### src/hdl/atrf_pkg.sv
// ----------------------------------------------------------------------------
// Alarm transition rate filter package
// Field widths, register indexes, reset values and the controller/datapath
// command and status bundles.
// ----------------------------------------------------------------------------
package atrf_pkg;

  // Fixed field widths
  localparam int SRC_W       = 8;
  localparam int STATUS_W    = 8;
  localparam int LEVEL_W     = 3;
  localparam int PERIOD_W    = 32;
  localparam int CFG_INDEX_W = 1;
  localparam int CFG_DATA_W  = 32;

  // Configuration register indexes
  localparam logic [CFG_INDEX_W-1:0] CFG_WRITE_PERIOD = 1'd0;
  localparam logic [CFG_INDEX_W-1:0] CFG_ALARM_CODE   = 1'd1;

  // Configuration reset values
  localparam logic [PERIOD_W-1:0] PERIOD_RESET = 32'd1000;
  localparam logic [LEVEL_W-1:0]  ALARM_RESET  = 3'd0;

  // Controller to datapath commands
  typedef struct packed {
    logic load;    // capture the input item and read its table entry
    logic sweep;   // write one table entry invalid and advance the sweep
    logic commit;  // write back the entry and load the result register
  } atrf_cmd_t;

  // Datapath to controller status
  typedef struct packed {
    logic sweep_last;  // sweep is at the final table entry
  } atrf_stat_t;

endpackage

### src/hdl/atrf_ctrl.sv
// ----------------------------------------------------------------------------
// Alarm transition rate filter controller
// Sequences table sweeps, entry read, evaluation and the result transfer.
// ----------------------------------------------------------------------------
module atrf_ctrl (
  input  logic                clk,
  input  logic                rst,
  input  logic                in_valid,
  output logic                in_ready,
  input  logic                func,
  output logic                out_valid,
  input  logic                out_ready,
  output atrf_pkg::atrf_cmd_t cmd,
  input  atrf_pkg::atrf_stat_t stat
);

  typedef enum logic [1:0] {
    ST_SWEEP,
    ST_IDLE,
    ST_CLEAR,
    ST_EVAL
  } state_t;

  state_t state;
  logic   out_free;

  // Decode commands from state
  always_comb begin
    in_ready   = (state == ST_IDLE);
    out_free   = !out_valid || out_ready;
    cmd.load   = in_ready && in_valid;
    cmd.sweep  = (state == ST_SWEEP) || (state == ST_CLEAR);
    cmd.commit = (state == ST_EVAL) && out_free;
  end

  // Advance state and hold the result valid flag
  always_ff @(posedge clk) begin
    if (rst) begin
      state     <= ST_SWEEP;
      out_valid <= 1'b0;
    end else begin
      if (out_valid && out_ready) begin
        out_valid <= 1'b0;
      end
      case (state)
        ST_SWEEP: begin
          if (stat.sweep_last) begin
            state <= ST_IDLE;
          end
        end
        ST_IDLE: begin
          if (in_valid) begin
            state <= func ? ST_CLEAR : ST_EVAL;
          end
        end
        ST_CLEAR: begin
          if (stat.sweep_last) begin
            state <= ST_EVAL;
          end
        end
        ST_EVAL: begin
          if (out_free) begin
            state     <= ST_IDLE;
            out_valid <= 1'b1;
          end
        end
        default: begin
          state <= ST_IDLE;
        end
      endcase
    end
  end

endmodule

### config.mk
export PLATFORM = sky130hd
export DESIGN_NAME = atrf_ctrl
export DESIGN_NICKNAME = d
export VERILOG_FILES = /design/src/hdl/atrf_pkg.sv /design/src/hdl/atrf_ctrl.sv
export SDC_FILE = /design/constraint.sdc
export NUM_CORES = 1
export LEC_CHECK = 0
export BUFFER_PORTS_ARGS = -buffer_cell sky130_fd_sc_hd__buf_4
export CORE_AREA = 2 2 39 41
export DETAILED_ROUTE_END_ITERATION = 8
export DIE_AREA = 0 0 41 43
export GPL_ROUTABILITY_DRIVEN = 0
export HOLD_SLACK_MARGIN = 0.06
export PLACE_DENSITY = 0.46
export SETUP_SLACK_MARGIN = 0.1
export SLEW_MARGIN = 5
export SYNTH_ARGS = -nofsm -noshare
export SYNTH_HDL_FRONTEND = slang
export SYNTH_SLANG_ARGS = --single-unit
### constraint.sdc
create_clock -name clk -period 3.4 [get_ports clk]
set_clock_uncertainty 0.15 [all_clocks]
set_input_delay 0.17 -clock clk [delete_from_list [all_inputs] [get_ports clk]]
set_output_delay 0.17 -clock clk [all_outputs]
set_load 0.005 [all_outputs]
==> impl_metrics.xml <==
<?xml version="1.0" encoding="UTF-8"?>
<metrics>
  <group name="cells_and_area">
    <metric name="num_antenna_cells" unit="">0</metric>
    <metric name="layout.filler_cells" unit="">154</metric>
    <metric name="mostFrequentLayoutCell" unit="">sky130_fd_sc_hd__buf_4</metric>
    <metric name="drive_above_1_share" unit="">0.390</metric>
    <metric name="utilization" unit="">0.270</metric>
    <metric name="most-common-layout-cells" unit="">sky130_fd_sc_hd__buf_4 (10), sky130_fd_sc_hd__ha_1 (4), sky130_fd_sc_hd__inv_1 (3), sky130_fd_sc_hd__clkbuf_4 (3), sky130_fd_sc_hd__dfxtp_1 (3)</metric>
    <metric name="num-nets-final" unit="">52</metric>
    <metric name="stdcell_count" unit="">57</metric>
    <metric name="post_synthesis_to_final_layout_area_growth" unit="%">54.1</metric>
    <metric name="postLayoutCellArea" unit="µm²">374</metric>
  </group>
  <group name="clocking">
    <metric name="cts_tree" unit="">yes</metric>
    <metric name="cts_made_buffers" unit="">3</metric>
    <metric name="cts.root.buffer_cell" unit="">sky130_fd_sc_hd__clkbuf_4</metric>
    <metric name="cts-root-to-sink-buffers" unit="">2</metric>
    <metric name="cts_sinks" unit="">3</metric>
    <metric name="clk_transition_reported_paths" unit="ns">0.04</metric>
    <metric name="clk-insertion-delay-late" unit="ns">0.23</metric>
    <metric name="htree_levels" unit="">1</metric>
  </group>
  <group name="drt">
    <metric name="average_wire_per_cell_in_the_routed_design" unit="µm">8.60</metric>
    <metric name="ant_nets" unit="">0</metric>
    <metric name="drt_pass1_iterations" unit="">1</metric>
    <metric name="route.detailed.drc" unit="">0</metric>
    <metric name="total_length_of_routed_wires" unit="µm">490</metric>
    <metric name="vias_per_cell" unit="">3.93</metric>
    <metric name="vias" unit="">224</metric>
    <metric name="drt-initial-drc-count" unit="">0</metric>
  </group>
  <group name="floorplanning">
    <metric name="die-width" unit="µm">41</metric>
    <metric name="design.die.area" unit="µm²">1760</metric>
    <metric name="floorplan.initialDensity" unit="">0.175</metric>
    <metric name="core.rowCount" unit="">14</metric>
    <metric name="fp.dieH" unit="µm">43</metric>
    <metric name="fp.coreArea" unit="µm²">1380</metric>
    <metric name="num_io_pins" unit="">11</metric>
  </group>
  <group name="place">
    <metric name="placed_cell_count" unit="">52</metric>
    <metric name="placed_wire_length_estimate" unit="µm">385</metric>
    <metric name="placement.cell_area" unit="µm²">338</metric>
    <metric name="portBuffers" unit="">10</metric>
    <metric name="place_ws" unit="ns">1.91</metric>
  </group>
  <group name="logic_synthesis">
    <metric name="netlist_area" unit="µm²">243</metric>
    <metric name="synth.ff_latch_count" unit="">3</metric>
    <metric name="synth_xor_area_frac" unit="">0</metric>
    <metric name="synth.distinct_cells" unit="">18</metric>
    <metric name="yosys_warnings" unit="">0</metric>
    <metric name="synth_fp_nets" unit="">36</metric>
    <metric name="seq_total_area_yosys" unit="">0.247</metric>
    <metric name="synth_adder_area_share" unit="">0.206</metric>
    <metric name="synth_simple_gate_area_frac" unit="">0.330</metric>
    <metric name="post_synth_inst_count" unit="">26</metric>
    <metric name="average_footprint_of_a_synthesized_cell" unit="µm²">9.34</metric>
    <metric name="synth_compound_gate_area_share" unit="">0.170</metric>
    <metric name="muxShareOfSynthArea" unit="">0</metric>
    <metric name="combinational_family_with_the_most_area_after_synthesis" unit="">simple AND/OR/NAND/NOR gates</metric>
  </group>
  <group name="timing">
    <metric name="worst_slew_pin_slew" unit="ns">0.253</metric>
    <metric name="fmax" unit="GHz">0.604</metric>
    <metric name="setup_viol" unit="">0</metric>
    <metric name="finalCriticalPeriod" unit="ns">1.66</metric>
    <metric name="final_max_slew_viol_count" unit="">0</metric>
    <metric name="final.period_utilization" unit="">0.487</metric>
    <metric name="finalWorstSetupSlack" unit="ns">1.74</metric>
    <metric name="slew_headroom" unit="">0.831</metric>
    <metric name="setup_total_negative_slack" unit="ns">0</metric>
    <metric name="final_hold_violation_count" unit="">0</metric>
    <metric name="rsz0062_at_grt" unit="">false</metric>
  </group>
  <group name="global_routing">
    <metric name="pin_count_of_the_biggest_net_entering_global_routing" unit="">5</metric>
    <metric name="grt_usage" unit="">0.0721</metric>
    <metric name="grt_first_pass_wirelength" unit="µm">876</metric>
    <metric name="vias_in_the_first_global_route" unit="">236</metric>
    <metric name="antenna_violations_before_repair" unit="">0</metric>
    <metric name="grt_overflow" unit="">0</metric>
  </group>
  <group name="flow_run">
    <metric name="cap_violations" unit="">0</metric>
  </group>
  <group name="hold_path">
    <metric name="min-delay-path-class" unit="">input port to register</metric>
  </group>
  <group name="outcome">
    <metric name="run_status" unit="">complete, no violations</metric>
  </group>
  <group name="power_and_ir_drop">
    <metric name="power-per-cell-area" unit="nW/µm²">751</metric>
    <metric name="seqPwrFrac" unit="">0.223</metric>
    <metric name="p_sw_frac" unit="">0.350</metric>
    <metric name="clkPwrFrac" unit="">0.223</metric>
    <metric name="comb_power_share" unit="">0.554</metric>
    <metric name="p_int" unit="W">0.000183</metric>
    <metric name="max-vdd-ir-drop" unit="mV">0.271</metric>
    <metric name="total_leakage_power" unit="nW">0.201</metric>
    <metric name="p_switching" unit="W">0.0000982</metric>
  </group>
  <group name="critical_path">
    <metric name="critPathArrivalTime" unit="ns">1.34</metric>
    <metric name="crit_path_start_kind" unit="">register</metric>
    <metric name="crit_type" unit="">register to primary output</metric>
    <metric name="crit_path_end_kind" unit="">primary output</metric>
    <metric name="worstPathMaxFanout" unit="">4</metric>
    <metric name="worstPathRequired" unit="ns">3.08</metric>
  </group>
</metrics>
-- worst max-delay path, stage by stage (launching register included) --
cell                      delay, ns
sky130_fd_sc_hd__dfxtp_1       0.39
sky130_fd_sc_hd__inv_1         0.08
sky130_fd_sc_hd__ha_1          0.23
sky130_fd_sc_hd__or2_2         0.28
sky130_fd_sc_hd__buf_4         0.14
-- cells in the mapped netlist, drive strengths merged --
master,n,area [µm²]
o31ai,1,7.51
o21bai,1,7.51
and2,1,6.26
nand3b,1,20.0
nand2b,1,6.26
or2,1,6.26
a21boi,1,7.51
ha,4,50.1
nor2b,2,12.5
dfxtp,3,60.1
nor2,1,3.75
a31oi,1,6.26
inv,3,11.3
and3,1,11.3
nor3b,1,7.51
a211oi,1,7.51
nand4,1,6.26
a21oi,1,5.00
-- layer usage --
metal	track usage	vias to the layer above	routed length, µm
met5	0	-	0
met4	0.0200	0	0
met3	0.0471	0	39
met2	0.0938	10	181
met1	0.0958	95	269
li1	-	119	-
-- sequential cells by signal, indices dropped and copies added (netlist names) --
register	flops
out_valid	1
state	2
-- power groups by stage --
stage	sequential (W)	clock, W	combinational, W
2_1_floorplan	0.0000597	0	0.000101
3_3_place_gp	0.0000638	0	0.000158
3_5_place_dp	0.0000639	0	0.000154
4_1_cts	0.0000631	0.0000668	0.000158
5_1_grt	0.0000658	0.0000709	0.000179
6_report	0.0000627	0.0000626	0.000156
-- final timing paths --
| kind | startpoint | to | slack (ns) | cells after the start |
|---|---|---|---|---|
| worst max register to register | state[0] | state[0] | 1.91 | 5 |
| worst min register to register | state[1] | state[1] | 0.40 | 2 |
| worst max-delay path | state[0] | cmd[1] | 1.74 | 4 |
| worst min-delay path | out_ready | out_valid | 0.11 | 4 |
-- cells by family (layout without fill, tap and decap cells) --
| group | after synthesis | count (layout) |
|---|---|---|
| flops | 3 | 3 |
| fa+ha+maj | 4 | 4 |
| buf+inv | 3 | 18 |
| compound gates | 6 | 6 |
| simple gates | 10 | 10 |
-- layout make-up --
type                            count  area, µm²  share of cell area
Sequential cell                     3       60.1               0.161
Multi-Input combinational cell     20        171               0.458
Timing Repair Buffer               11       85.1               0.227
Clock buffer                        4       26.3              0.0702
Tap cell                           16       20.0              0.0535
Inverter                            3       11.3              0.0301
-- per-stage QoR --
stage / power, W / hold slack, ns
after floorplan: 0.000161 / 0.0924
after global placement: 0.000222 / 0.215
after detailed placement: 0.000218 / 0.219
after CTS: 0.000288 / 0.107
after global routing: 0.000315 / 0.125
final: 0.000281 / 0.115
-- what timing repair did --
action,in CTS,in global routing
setup buffers,0,0
endpoints found under the setup margin,0,0
hold endpoints to repair,3,0
hold buffers,1,0
resized for setup,0,0
Power figures use the tool's default switching activity.
